--- src/rtl/core/chb_fifo.sv ---
// ----------------------------------------------------------------------------
// chb_fifo
// Two-entry queue that decouples a producer from a consumer.
// ----------------------------------------------------------------------------
module chb_fifo #(
	parameter int WIDTH = 8
) (
	input  logic             clk,
	input  logic             arst_n,
	input  logic             wr,
	input  logic [WIDTH-1:0] wdata,
	output logic             full,
	input  logic             rd,
	output logic [WIDTH-1:0] rdata,
	output logic             empty
);

	logic [WIDTH-1:0] slot_q [2];
	logic             wptr_q;
	logic             rptr_q;
	logic [1:0]       cnt_q;
	logic             do_wr;
	logic             do_rd;

	assign full  = (cnt_q == 2'd2);
	assign empty = (cnt_q == 2'd0);
	assign rdata = slot_q[rptr_q];
	assign do_wr = wr && !full;
	assign do_rd = rd && !empty;

	always_ff @(posedge clk) begin
		if (do_wr) begin
			slot_q[wptr_q] <= wdata;
		end
	end

	always_ff @(posedge clk or negedge arst_n) begin
		if (!arst_n) begin
			wptr_q <= 1'b0;
			rptr_q <= 1'b0;
			cnt_q  <= 2'd0;
		end else begin
			if (do_wr) begin
				wptr_q <= !wptr_q;
			end
			if (do_rd) begin
				rptr_q <= !rptr_q;
			end
			if (do_wr && !do_rd) begin
				cnt_q <= cnt_q + 2'd1;
			end else if (do_rd && !do_wr) begin
				cnt_q <= cnt_q - 2'd1;
			end
		end
	end

endmodule

--- config.mk ---
export PLATFORM = sky130hd
export DESIGN_NAME = chb_fifo
export DESIGN_NICKNAME = d
export VERILOG_FILES = /design/src/rtl/core/chb_fifo.sv
export SDC_FILE = /design/constraint.sdc
export NUM_CORES = 1
export LEC_CHECK = 0
export BUFFER_PORTS_ARGS = -buffer_cell sky130_fd_sc_hd__buf_2
export CORE_MARGIN = 2
export CORE_UTILIZATION = 44
export CTS_CLUSTER_DIAMETER = 60
export DETAILED_ROUTE_END_ITERATION = 6
export PLACE_DENSITY = 0.72
export SLEW_MARGIN = 20
export SYNTH_ARGS = -nofsm -noshare
export SYNTH_HDL_FRONTEND = slang
export SYNTH_SLANG_ARGS = --single-unit
--- constraint.sdc ---
create_clock -name clk -period 1.29 [get_ports clk]
set_input_delay 0.0645 -clock clk [delete_from_list [all_inputs] [get_ports clk]]
set_output_delay 0.0645 -clock clk [all_outputs]
set_load 0.05 [all_outputs]
# After elaboration in Yosys (flattened, before gate mapping)
# Memory sizes are Yosys's and may differ from the RTL's.
# Cells that the tools add are included.
[word_totals]
mem_bits_ro = 0
ram_bits = 16
latch_bits = 0
n_memories = 1
input_bits = 12
register_bits = 4
[mem_list]
columns = ["memory", "depth", "word_bits", "read_ports", "rd_ports_with_merged_regs", "write_ports", "line", "text"]
rows = [
  ["slot_q", 2, 8, 1, 0, 1, "18", "logic [WIDTH-1:0] slot_q [2];"],
]
[classes]
shift = 0
n_eq_ne = 1
n_div = 0
bitwise = 0
n_lt_le_gt_ge = 0
n_mul = 0
addsub = 2
muxes = 4
n_reduce_logical = 12
[ops]
columns = ["op", "n"]
rows = [
  ["1-bit logical NOT", 6],
  ["1-bit logical AND", 4],
  ["2-bit two-way mux", 2],
  ["2-bit by 1-bit adder with 2-bit output (second input constant)", 1],
  ["2-bit equality test (second input constant)", 1],
  ["2-bit logical NOT", 1],
  ["1-bit two-way mux", 2],
  ["2-bit nonzero test", 1],
  ["2-bit by 1-bit subtractor with 2-bit output (second input constant)", 1],
]

# Logic depth before layout (Yosys ltp)
[logic_depth]
word_depth = 7
depth_mapped = 7
depth_no_buf = 7

# Worst setup path after synthesis
# No wires, ideal clock.
[synth_path]
path_kind = "register -> register"
start = "register cnt_q[0]"
end = "memory slot_q[0][0] (enable)"
period_less_slack_ps = 1392
setup_ps = 370
setup_slack_ps = -102
n_path_buf = 0
t_arrival_ps = 1022
path_stages_with_launch = 4
path_cell_list = "dfrtp_1 > nand2b_1 > nand2_2 > nor2_1"
[synth_via]
elab_chain_cells = 5
[synth_rtl]
columns = ["element", "line", "text"]
rows = [
  ["from (decl)", "21", "logic [1:0] cnt_q;"],
  ["from (signal assigned)", "50", "cnt_q <= cnt_q + 2'd1;"],
  ["from (signal assigned)", "52", "cnt_q <= cnt_q - 2'd1;"],
  ["2-bit equality test", "25", "assign full = (cnt_q == 2'd2);"],
  ["1-bit logical NOT", "28", "assign do_wr = wr && !full;"],
  ["1-bit logical AND", "28", ""],
  ["1-bit two-way mux", "32", "if (do_wr) begin"],
  ["1-bit two-way mux (not written as such)", "33", "slot_q[wptr_q] <= wdata;"],
  ["to (decl)", "18", ""],
]
# No other way between the ends.

# Worst setup path in the final report
[layout_path]
start = "register rptr_q"
end = "output rdata[0]"
[layout_via]
elab_chain_cells = 1
[layout_rtl]
columns = ["element", "line", "text"]
rows = [
  ["from (decl)", "20", "logic rptr_q;"],
  ["from (signal assigned)", "47", "rptr_q <= !rptr_q;"],
  ["memory read 2 x 8 bit", "--", ""],
  ["to (decl)", "14", "output logic [WIDTH-1:0] rdata,"],
]
# No other way between the ends.

==> out/metrics.csv <==
stage;metric;value;unit
clock_network;CTS tree;yes;
global_routing;first-pass GRT wire length;2173;um
sta;slew margin rel.;85.43;%
drt;highest metal used;met4;
power;Power Dens Cells;2499;mW/mm^2
die;core area;0.001689;sq mm
sta;unrepaired setup endpoints after global routing;yes;
place;pre-CTS setup slack;-0.06525;ns
critical_path;Worst R2R Path Depth;7;
power;Net Sw Power;0.001224;W
layout;Non-Filler Instances;102;
clock_network;CTS Buffer Depth;2;
critical_path;reg2reg start;cnt_q[0];
sta;Final min period;1.372;ns
layout;commonest cells after routing, fill and taps aside;edfxtp_1, buf_6, buf_2, dlygate4sd3_1, mux2_4;
drt;antenna-violating nets left;0;
global_routing;number of global-route vias before repair;537;
clock_network;root buf cell;clkbuf_4;
global_routing;pin count of the biggest net entering global routing;11;
synth;sequential area share after synthesis;74.24;%
sta;clk_skew;0.006140;ns
synth;Post-Syn Area;782.0;sq um
die;row cnt;15;
layout;share of layout cells above drive strength 1;60.00;%
layout;# diodes;0;
drt;1st-pass router iterations;4;
synth;Yosys reg bits;20;
drt;Routed WL;1459;um
die;Chip Width;46.16;um
sta;final worst setup slack;-0.08242;ns
sta;Max Fclk;0.7286;GHz
layout;final net count;100;
outcome;failing checks;setup timing;
synth;yosys warns;0;
power;Clock power frac;8.9;%
clock_network;cts bufs inserted;3;
drt;Routed WL per cell;14.30;um
layout;commonest non-fill, non-tap cell in the layout;edfxtp_1;
synth;Distinct cells, synth;15;
drt;Initial DRC Count;10;
die;Starting Density;46.30;%
synth;top cells by area, synth;edfxtp_1, dfrtp_1, mux2_1;
sta;period utilization;106.4;%
clock_network;clock latency on the worst-skew pair;0.29;ns
critical_path;critical path capture point type;output port;
die;Ports;22;
power;Logic pwr share;57.5;%
place;GPL Wtd Cong;0.6552;
critical_path;WP data arrival;1.31;ns
drt;met1 WL;562;um
drt;met2 WL;831;um
critical_path;r2r endpoint;cnt_q[1];
clock_network;H-tree Lvls;1;
layout;Final Cell Area;0.001224;sq mm
synth;Gate Count Post-Synth;44;
drt;Avg Vias per Cell;4.892;
clock_network;clock slew at reported path FFs;0.10;ns
sta;Slew Limit Fails;0;
power;P_leak;0.5248;nW
sta;Final Setup Violations;9;
synth;area share of the largest cell type after synthesis;61.44;%
critical_path;crit path max fanout;5;
drt;via count;499;
sta;Fin Hold WS;0.09737;ns
place;DP HPWL;846.8;um
worst_hold_path;HP Class;input port to asynchronous set/reset pin;
die;Die Y;46.16;um
place;IO Port Bufs;21;
critical_path;Setup CP Type;register to output port;
die;die area;0.002130;sq mm
synth;area leader, netlist;edfxtp_1;
synth;post-synthesis net count;57;
sta;Slew @ Worst Pin;0.2185;ns
layout;Post-Route Utilization;72.44;%
power;Reg power frac;33.6;%
critical_path;Worst setup SP type;register;
global_routing;GRT Util Overall;15.38;%
clock_network;clock sinks;20;
drt;WL met3;54;um
critical_path;Worst Path Required;1.23;ns
sta;Fin. Hold Viols;0;
outcome;status;complete, but fails checks;
power;Int Pwr;0.001834;W
power;VDD IR max;1.450;mV
place;Cells after DPL;86;
drt;number of remaining DRC errors;0;
layout;Area growth syn-to-layout;56.48;%
global_routing;grt ovf;0;
place;Cell Area, Placed;955.9;sq um
critical_path;R2R Setup Slk;-0.08;ns
global_routing;initial antenna violation count;0;
power;switch share;40.03;%
job;number of max-cap violations;0;
synth;Avg Inst Size Synth;17.77;sq um
layout make-up:
class                   instances  area [sq um]
flip-flops and latches         20         583.1
repair buffers                 39         340.3
inverters                       2         7.507
clock buffers                   3         22.52
well taps                      17         21.27
multi-input cells              21         249.0
fillers                       114         465.4
registers in the layout (all words and copies together), names as in the netlist:
signal and count:
wptr_q 1, rptr_q 1, slot_q 16, cnt_q 2
per-layer routing:
layer | track usage, % | vias to the layer above
li1 | - | 241
met1 | 14.86 | 241
met2 | 30.00 | 15
met3 | 3.529 | 2
met4 | 6.857 | 0
met5 | 0 | -
stage by stage:
stage,setup TNS (ns),power (W)
3_5_place_dp,-0.1048,0.002286
2_1_floorplan,-0.5988,0.001977
5_1_grt,-1.004,0.003190
3_3_place_gp,-0.01697,0.002263
4_1_cts,-0.7292,0.002979
6_report,-0.7025,0.003058
cell usage after synthesis, drive strengths merged:
| cell type | number |
|---|---|
| and3 | 1 |
| buf | 1 |
| dfrtp | 4 |
| edfxtp | 16 |
| ha | 1 |
| inv | 2 |
| mux2 | 8 |
| nand2 | 1 |
| nand2b | 1 |
| nor2 | 3 |
| o21ai | 1 |
| xnor2 | 3 |
| xor2 | 2 |
timing repair:
action / 4_1_cts / 5_1_grt
gates resized for setup: 33 / 7
endpoints found under the hold margin: 20 / 0
endpoints found under the setup margin: 17 / 19
buffers inserted: 3 / 1
pin swaps: 3 / 3
hold buffers: 9 / 0
worst max-delay path by stage:
stage	start	end	cells past startpoint
after floorplan	cnt_q[0]	slot_q[0][0]	3
after global placement	cnt_q[0]	cnt_q[1]	7
after detailed placement	cnt_q[0]	cnt_q[1]	7
after CTS	rptr_q	rdata[7]	3
after global routing	rptr_q	rdata[1]	3
final	rptr_q	rdata[0]	3
power groups by stage:
| stage | Combinational (W) | Sequential (W) | Clock, W |
|---|---|---|---|
| 2_1_floorplan | 0.000984 | 0.000993 | 0 |
| 3_3_place_gp | 0.00121 | 0.00105 | 0 |
| 3_5_place_dp | 0.00122 | 0.00106 | 0 |
| 4_1_cts | 0.00168 | 0.00102 | 0.000285 |
| 5_1_grt | 0.00184 | 0.00104 | 0.000307 |
| 6_report | 0.00176 | 0.00103 | 0.000272 |
cells by family after synthesis:
| logic type | after synthesis | synth area share (%) |
|---|---|---|
| DFF | 20 | 74.24 |
| adders and majority gates | 1 | 1.600 |
| AOI/OAI and AO/OA | 1 | 0.6394 |
| and+or+nand+nor | 6 | 3.841 |
| buffers and inverters | 3 | 1.600 |
| xor gates and xnor gates | 5 | 6.561 |
| muxes | 8 | 11.52 |
critical path, stage by stage, from the launching register on:
cell and delay, ns:
dfrtp_2 0.43, buf_6 0.14, mux2_4 0.30, buf_6 0.15
Note: power is estimated with default switching activity, not from simulation.
