<file path="src/rtl/core/chb_pkg.sv">
// ----------------------------------------------------------------------------
// chb_pkg
// Shared types of the chained hash table: queue beats and the back FSM states.
// ----------------------------------------------------------------------------
package chb_pkg;

	localparam int KEY_W  = 31;
	localparam int CFG_W  = 5;
	localparam int BIDX_W = 4;

	typedef enum logic {
		OP_INSERT = 1'b0,
		OP_SEARCH = 1'b1
	} op_t;

	// beat from the front to the back: key with its remainder already worked out
	typedef struct packed {
		op_t              op;
		logic [KEY_W-1:0] key;
		logic [CFG_W-1:0] rem;
	} work_t;

	typedef struct packed {
		logic              found;
		logic              status;
		logic [BIDX_W-1:0] bidx;
	} result_t;

	typedef enum logic [1:0] {
		B_IDLE,
		B_HEAD,
		B_WALK,
		B_DONE
	} back_state_t;

endpackage

</file>
<file path="src/rtl/core/chb_front.sv">
// ----------------------------------------------------------------------------
// chb_front
// Accepts a beat, reduces the key modulo the bucket count eight bits a cycle
// and hands the classified beat to the work queue.
// ----------------------------------------------------------------------------
module chb_front import chb_pkg::*; #(
	parameter int MAX_BUCKETS = 16
) (
	input  logic             clk,
	input  logic             arst_n,
	input  logic             push,
	output logic             full,
	input  op_t              operation,
	input  logic [KEY_W-1:0] key,
	input  logic [CFG_W-1:0] bucket_count,
	output logic             wq_wr,
	output work_t            wq_data,
	input  logic             wq_full
);

	logic             busy_q;
	logic             ready_q;
	logic [1:0]       cnt_q;
	logic [31:0]      sh_q;
	logic [CFG_W-1:0] rem_q;
	logic [CFG_W-1:0] div_q;
	op_t              op_q;
	logic [KEY_W-1:0] key_q;
	logic [CFG_W-1:0] div_d;
	logic [CFG_W-1:0] rem_d;

	// clamp the bucket count to 1..MAX_BUCKETS
	always_comb begin
		if (bucket_count == '0) begin
			div_d = CFG_W'(1);
		end else if ({4'b0, bucket_count} > 9'(MAX_BUCKETS)) begin
			div_d = CFG_W'(MAX_BUCKETS);
		end else begin
			div_d = bucket_count;
		end
	end

	// eight restoring remainder steps on the next key byte
	always_comb begin
		logic [CFG_W:0] t;
		rem_d = rem_q;
		for (int i = 0; i < 8; i++) begin
			t = {rem_d, sh_q[31-i]};
			if (t >= {1'b0, div_q}) begin
				t = t - {1'b0, div_q};
			end
			rem_d = t[CFG_W-1:0];
		end
	end

	assign full    = busy_q;
	assign wq_wr   = busy_q && ready_q;
	assign wq_data = '{op: op_q, key: key_q, rem: rem_q};

	always_ff @(posedge clk) begin
		if (push && !busy_q) begin
			sh_q  <= {1'b0, key};
			key_q <= key;
			op_q  <= operation;
			div_q <= div_d;
		end else if (busy_q && !ready_q) begin
			sh_q <= {sh_q[23:0], 8'b0};
		end
	end

	always_ff @(posedge clk or negedge arst_n) begin
		if (!arst_n) begin
			busy_q  <= 1'b0;
			ready_q <= 1'b0;
			cnt_q   <= 2'd0;
			rem_q   <= '0;
		end else begin
			if (!busy_q) begin
				if (push) begin
					busy_q  <= 1'b1;
					ready_q <= 1'b0;
					cnt_q   <= 2'd0;
					rem_q   <= '0;
				end
			end else if (!ready_q) begin
				rem_q <= rem_d;
				cnt_q <= cnt_q + 2'd1;
				if (cnt_q == 2'd3) begin
					ready_q <= 1'b1;
				end
			end else if (!wq_full) begin
				busy_q  <= 1'b0;
				ready_q <= 1'b0;
			end
		end
	end

endmodule

</file>
<file path="config.mk">
export PLATFORM = sky130hd
export DESIGN_NAME = chb_front
export DESIGN_NICKNAME = d
export VERILOG_FILES = /design/src/rtl/core/chb_pkg.sv /design/src/rtl/core/chb_front.sv
export SDC_FILE = /design/constraint.sdc
export NUM_CORES = 1
export LEC_CHECK = 0
export BUFFER_PORTS_ARGS = -buffer_cell sky130_fd_sc_hd__buf_2
export CAP_MARGIN = 10
export CELL_PAD_IN_SITES_DETAIL_PLACEMENT = 1
export CELL_PAD_IN_SITES_GLOBAL_PLACEMENT = 1
export CORE_MARGIN = 2
export CORE_UTILIZATION = 46
export CTS_CLUSTER_DIAMETER = 30
export DETAILED_ROUTE_END_ITERATION = 6
export PLACE_DENSITY_LB_ADDON = 0.05
export SYNTH_ARGS = -nofsm -noshare
export SYNTH_HDL_FRONTEND = slang
export SYNTH_SLANG_ARGS = --single-unit
</file>
<file path="constraint.sdc">
create_clock -name clk -period 15.2 [get_ports clk]
set_input_delay 3.04 -clock clk [delete_from_list [all_inputs] [get_ports clk]]
set_output_delay 3.04 -clock clk [all_outputs]
set_load 0.1 [all_outputs]
</file>
## Word-level counts from Yosys, hierarchy flattened

Index checks and enable logic that the tools add are counted.

- Register bits: 78
- Bits of input ports: 41
- Output and inout port bits: 39

- Eq/ne operators: 2
- Multiplexer cells: 25
- $lt $le $gt $ge: 9
- Reductions and logical operators: 10
- Add/subtract/negate cells: 9

Operators with widths:

| kind | number |
|---|---|
| two-way mux 31 bit | 2 |
| two-way mux 5 bit | 12 |
| >= comparator 6 x 5 -> 1 bit | 8 |
| subtractor 5 bit | 8 |
| two-way mux 1 bit | 8 |
| two-way mux 2 bit | 3 |
| greater-than comparator 5 bit (second input constant) | 1 |
| zero test 5 bit | 1 |
| nonzero test 2 bit | 2 |
| logical AND 1 bit | 3 |
| adder 2 x 1 -> 2 bit (second input constant) | 1 |
| equality test 2 bit (second input constant) | 1 |
| zero test 1 bit | 2 |
| != test 2 bit (second input constant) | 1 |
| AND reduction 2 bit | 1 |
| OR reduction 2 bit | 1 |

## Depth between registers and ports, before layout

- Depth after elaboration: 18
- Mapped depth: 71
- Mapped depth without buffers: 70

## Worst setup path before layout

Ideal clock, no wire load.

- Path kind: flip-flop to flip-flop
- Start: register rem_q[2]
- End: register rem_q[0]
- Data arrival time: 12911 ps
- Period minus slack after synthesis: 13037 ps
- Cell stages (with the launch flop): 61
- Path buffers: 2
- Setup time: 126 ps
- Path slack: 2163 ps
- Cells stage by stage: dfrtp_1 -> ha_1 -> buf_6 -> a21o_1 -> a211oi_4 -> nand2_4 -> mux2_2 -> ha_1 -> and3_1 -> a31oi_1 -> nand2_1 -> nor3_1 -> mux2_2 -> fa_1 -> nor2b_1 -> o21ai_0 -> nand2b_1 -> o22ai_4 -> [... 25 more ...] -> ha_1 -> a21boi_0 -> o21ai_0 -> nand2b_1 -> a21oi_1 -> o211ai_2 -> and2b_2 -> mux2_2 -> inv_1 -> ha_1 -> a21boi_0 -> o21ai_0 -> nand2b_1 -> a21oi_1 -> and2_1 -> a41oi_4 -> or2_0 -> a221o_1

- Longest elaborated chain between the ends: 18
- Elaborated cells on any way between the ends: 25
- Those cells by class: add/sub (7); order compare (8); mux (10)

Ends and longest elaborated chain:

| item | line | RTL |
|---|---|---|
| start, declared | chb_front.sv:25 | `logic [CFG_W-1:0] rem_q;` |
| start signal, assigned | chb_front.sv:86 | `rem_q <= rem_d;` |
| subtractor 5 bit or >= comparator 6 x 5 -> 1 bit (tied branches) | chb_front.sv:50, chb_front.sv:49 |  |
| two-way mux 5 bit (*) | chb_front.sv:49 | `if (t >= {1'b0, div_q}) begin` |
| subtractor 5 bit or >= comparator 6 x 5 -> 1 bit (tied branches) | chb_front.sv:50, chb_front.sv:49 |  |
| two-way mux 5 bit (*) | chb_front.sv:49 |  |
| >= comparator 6 x 5 -> 1 bit or subtractor 5 bit (tied branches) | chb_front.sv:49, chb_front.sv:50 |  |
| two-way mux 5 bit (*) | chb_front.sv:49 |  |
| subtractor 5 bit or >= comparator 6 x 5 -> 1 bit (tied branches) | chb_front.sv:50, chb_front.sv:49 |  |
| two-way mux 5 bit (*) | chb_front.sv:49 |  |
| [... 2 more ...] | - |  |
| subtractor 5 bit or >= comparator 6 x 5 -> 1 bit (tied branches) | chb_front.sv:50, chb_front.sv:49 |  |
| two-way mux 5 bit (*) | chb_front.sv:49 |  |
| subtractor 5 bit or >= comparator 6 x 5 -> 1 bit (tied branches) | chb_front.sv:50, chb_front.sv:49 |  |
| two-way mux 5 bit (*) | chb_front.sv:49 |  |
| >= comparator 6 x 5 -> 1 bit (*) | chb_front.sv:49 |  |
| two-way mux 5 bit (*) | chb_front.sv:49 |  |
| two-way mux 5 bit (*) | chb_front.sv:85 | `end else if (!ready_q) begin` |
| two-way mux 5 bit (*) | chb_front.sv:78 | `if (!busy_q) begin` |

Mark *: on every way between the ends. The rest lies on a longest branch, timed or not. The select of a mux whose other input is x is not followed.
A chain may end at the register's enable or synchronous reset.

## Worst setup path in the final report

- Start: register div_q[3]
- End: register rem_q[0]

- Longest elaborated chain between the ends: 18
- Elaborated cells on any way between the ends: 25
- Those cells by class: add/sub (7); order compare (8); mux (10)

Ends and longest elaborated chain:

| item | line | RTL |
|---|---|---|
| start, declared | chb_front.sv:26 | `logic [CFG_W-1:0] div_q;` |
| start signal, assigned | chb_front.sv:65 | `div_q <= div_d;` |
| subtractor 5 bit or >= comparator 6 x 5 -> 1 bit (tied branches) | chb_front.sv:50, chb_front.sv:49 |  |
| two-way mux 5 bit | chb_front.sv:49 |  |
| subtractor 5 bit or >= comparator 6 x 5 -> 1 bit (tied branches) | chb_front.sv:50, chb_front.sv:49 |  |
| two-way mux 5 bit | chb_front.sv:49 |  |
| >= comparator 6 x 5 -> 1 bit or subtractor 5 bit (tied branches) | chb_front.sv:49, chb_front.sv:50 |  |
| two-way mux 5 bit | chb_front.sv:49 |  |
| subtractor 5 bit or >= comparator 6 x 5 -> 1 bit (tied branches) | chb_front.sv:50, chb_front.sv:49 |  |
| two-way mux 5 bit | chb_front.sv:49 |  |
| [... 2 more ...] | - |  |
| subtractor 5 bit or >= comparator 6 x 5 -> 1 bit (tied branches) | chb_front.sv:50, chb_front.sv:49 |  |
| two-way mux 5 bit | chb_front.sv:49 |  |
| subtractor 5 bit or >= comparator 6 x 5 -> 1 bit (tied branches) | chb_front.sv:50, chb_front.sv:49 |  |
| two-way mux 5 bit | chb_front.sv:49 |  |
| >= comparator 6 x 5 -> 1 bit (*) | chb_front.sv:49 |  |
| two-way mux 5 bit (*) | chb_front.sv:49 |  |
| two-way mux 5 bit (*) | chb_front.sv:85 |  |
| two-way mux 5 bit (*) | chb_front.sv:78 |  |

Marked as above.

==> run_results.csv <==
group,metric,value,unit
run_status,status,"completed",
floorplanning,fp.dieArea,12300,um^2
cells_and_area,most-common-layout-cells,"79 x sky130_fd_sc_hd__buf_2, 68 x sky130_fd_sc_hd__edfxtp_1, 43 x sky130_fd_sc_hd__inv_1, 43 x sky130_fd_sc_hd__ha_1, 34 x sky130_fd_sc_hd__mux2_2",
synthesis,synth_area,5270,um^2
global_route,grt_start_max_net_pins,52,
global_route,grt.overflow.total,0,
timing,report.final.hold_viol_count,0,
clock_tree,cts_tree,"yes",
synthesis,ys_async_sr_fraction,0.115,
critical_path,worst_path_largest_cell_delay,450,ps
cells_and_area,layout.cells.most_common,"sky130_fd_sc_hd__buf_2",
cells_and_area,final_core_utilization,0.549,
synthesis,synth-warning-count,0,
critical_path,setup.worst_path.end_class,"flip-flop",
timing,unrepaired_setup_endpoints_after_global_routing,"no",
clock_tree,numClockSinks,78,
cells_and_area,insertedDiodeCount,0,
clock_tree,cts_max_path_buffers,2,
clock_tree,cts-hold-fix-buffers,0,
timing,min_period_over_period,0.920,
timing,tightestPinTransition,586,ps
clock_tree,cts.clk_slew.worst_paths,60,ps
cells_and_area,final_cell_count_no_fill,689,
critical_path,timing.critical_path.fanout_max,12,
floorplanning,std_cell_core_area,11300,um^2
timing,setup_tns,0,ps
placed_design,place_hpwl,9.49,mm
clock_tree,root_buffer,"sky130_fd_sc_hd__clkbuf_16",
critical_path,critical_path.startpoint_type,"flip-flop",
critical_path,critPathArrivalTime,14180,ps
timing,final-setup-viol-count,0,
floorplanning,floorplan.die.height,111,um
synthesis,post_synthesis_average_cell_area,11.7,um^2
detailed_routing,routed_wire_length_per_instance,18.3,um
detailed_routing,post-route-drc-count,0,
synthesis,synth_top_flop_cell,"sky130_fd_sc_hd__edfxtp_1",
detailed_routing,via_per_inst,5.39,
detailed_routing,initialDrtViolationCount,171,
timing,worst_slew_margin_rel,0.609,
timing,fin_crit,13980,ps
floorplanning,floorplan.io_pins,80,
synthesis,synth_sequential_area_ratio,0.434,
clock_tree,clock_tree.htree_level_count,3,
clock_tree,number_of_buffers_created_by_cts,9,
global_route,first_global_vias,4078,
detailed_routing,drt-pass1-iter-count,4,
synthesis,postSynthRegisterBits,78,
synthesis,number_of_enable_type_register_cells_in_the_synthesized_netlist,68,
critical_path,cp_data_required_time,15400,ps
global_route,number_of_antenna_violations_at_the_first_check_in_global_routing,0,
job,maxCapViolations,0,
global_route,grt.total_usage,0.214,
synthesis,synthCells,449,
worst_hold_path,path_category_of_the_worst_min_delay_check,"flip-flop to flip-flop",
worst_hold_path,timing.hold.worst_path_depth,2,
detailed_routing,wl,12.6,mm
cells_and_area,final_layout_size_suffix_gt1_frac,0.308,
synthesis,post_synth_num_cell_types,67,
critical_path,crit_slowest_cell,"sky130_fd_sc_hd__mux2_2",
critical_path,criticalPathCategory,"flip-flop to flip-flop",
floorplanning,floorplan.initialDensity,0.466,
synthesis,syn_nets,541,
global_route,first_pass_grt_wire_length,20.9,mm
placed_design,globalplace.congestion,0.873,
timing,worst_slack,1220,ps
cells_and_area,areaGrowthSynthToFinish,17.9,%
critical_path,rr_worst_depth,63,
placed_design,preCtsSetupSlack,1090,ps
floorplanning,fp-row-count,39,
detailed_routing,num_vias,3715,
timing,slew_violations,0,
detailed_routing,detail-route-antenna-nets,0,
placed_design,placed_cells_incl_taps,669,
timing,fmaxAchievable,71.5,MHz
placed_design,io_buffers,79,
floorplanning,die-width,111,um
clock_tree,clkLatencyLatePin,330,ps
cells_and_area,fin_nets,633,
timing,clock_skew,5.90,ps
## worst max-delay path, delay by kind of cell (launching register included)
| kind | cells | cell delay, ps |
|---|---|---|
| compound gates | 28 | 5560 |
| simple gates | 18 | 3040 |
| fa+ha+maj | 8 | 2590 |
| mux | 5 | 1890 |
| buf+inv | 4 | 390 |
| flops | 1 | 370 |
## final cells by class
cell class / instances / area [um^2]
Clock inverter: 4 / 95.1
Fill cell: 1235 / 5100
Tap cell: 143 / 179
Timing Repair Buffer: 88 / 463
Clock buffer: 12 / 236
Multi-Input combinational cell: 320 / 2790
Inverter: 44 / 165
Sequential cell: 78 / 2290
## synth_stat cells, drive strengths merged, types with 8 or more instances
master | n | area share
o21ai | 20 | 0.019
o211ai | 11 | 0.025
inv | 44 | 0.031
mux2 | 35 | 0.075
nand2b | 11 | 0.013
and2 | 14 | 0.017
nand2 | 31 | 0.023
a21o | 13 | 0.019
a21oi | 24 | 0.023
xnor2 | 19 | 0.032
nor2 | 15 | 0.011
mux2i | 11 | 0.023
ha | 43 | 0.10
edfxtp | 68 | 0.39
dfrtp | 9 | 0.043
fa | 8 | 0.030
## registers in the layout (all words and copies together) (netlist names)
signal and flops:
ready_q 1, rem_q 5, sh_q 32, full 1, key_q 31, op_q 1
div_q 5, cnt_q 2
## final timing paths
kind                            slack [ps]                    from                     to
worst max-delay path                  1220  div_q[3]$_SDFFCE_PP0P_   rem_q[0]$_DFFE_PN0P_
worst max register to register        1220  div_q[3]$_SDFFCE_PP0P_   rem_q[0]$_DFFE_PN0P_
worst min-delay path                   540      sh_q[23]$_DFFE_PP_  sh_q[31]$_SDFFE_PP0P_
min in group asynchronous             2550                  arst_n         full$_DFF_PN0_
worst min register to register         540      sh_q[23]$_DFFE_PP_  sh_q[31]$_SDFFE_PP0P_
max in group asynchronous            12470                  arst_n   rem_q[0]$_DFFE_PN0P_
## what timing repair did
action	in CTS	in global routing
endpoints found under the setup margin	0	5
gates resized for setup	0	2
buffers inserted	0	4
## layer usage
metal  vias up  wire length (um)  global-route usage
li1       1825                 -                   -
met1      1799              5420               0.260
met2        77              6500               0.384
met3        14               487              0.0399
met4         0               219              0.0683
met5         -                 0                   0
## per-stage QoR
step | area, um^2 | hold slack (ps)
floorplan | 5270 | 460
global placement | 5850 | 482
detailed placement | 5850 | 488
CTS | 6180 | 542
global route | 6220 | 553
finish | 6220 | 538
## cell families after synthesis
family                   after synthesis  synth area share
adder cells (fa/ha/maj)               51             0.132
buffers and inverters                 51            0.0392
XOR/XNOR                              25            0.0415
AO/OA/AOI/OAI                         97             0.147
multiplexers                          46            0.0987
AND/OR/NAND/NOR                      101             0.108
flip-flops                            78             0.434
Power is not shown: default switching activity piles up to over one toggle a cycle in this logic, so the estimate is an artifact.
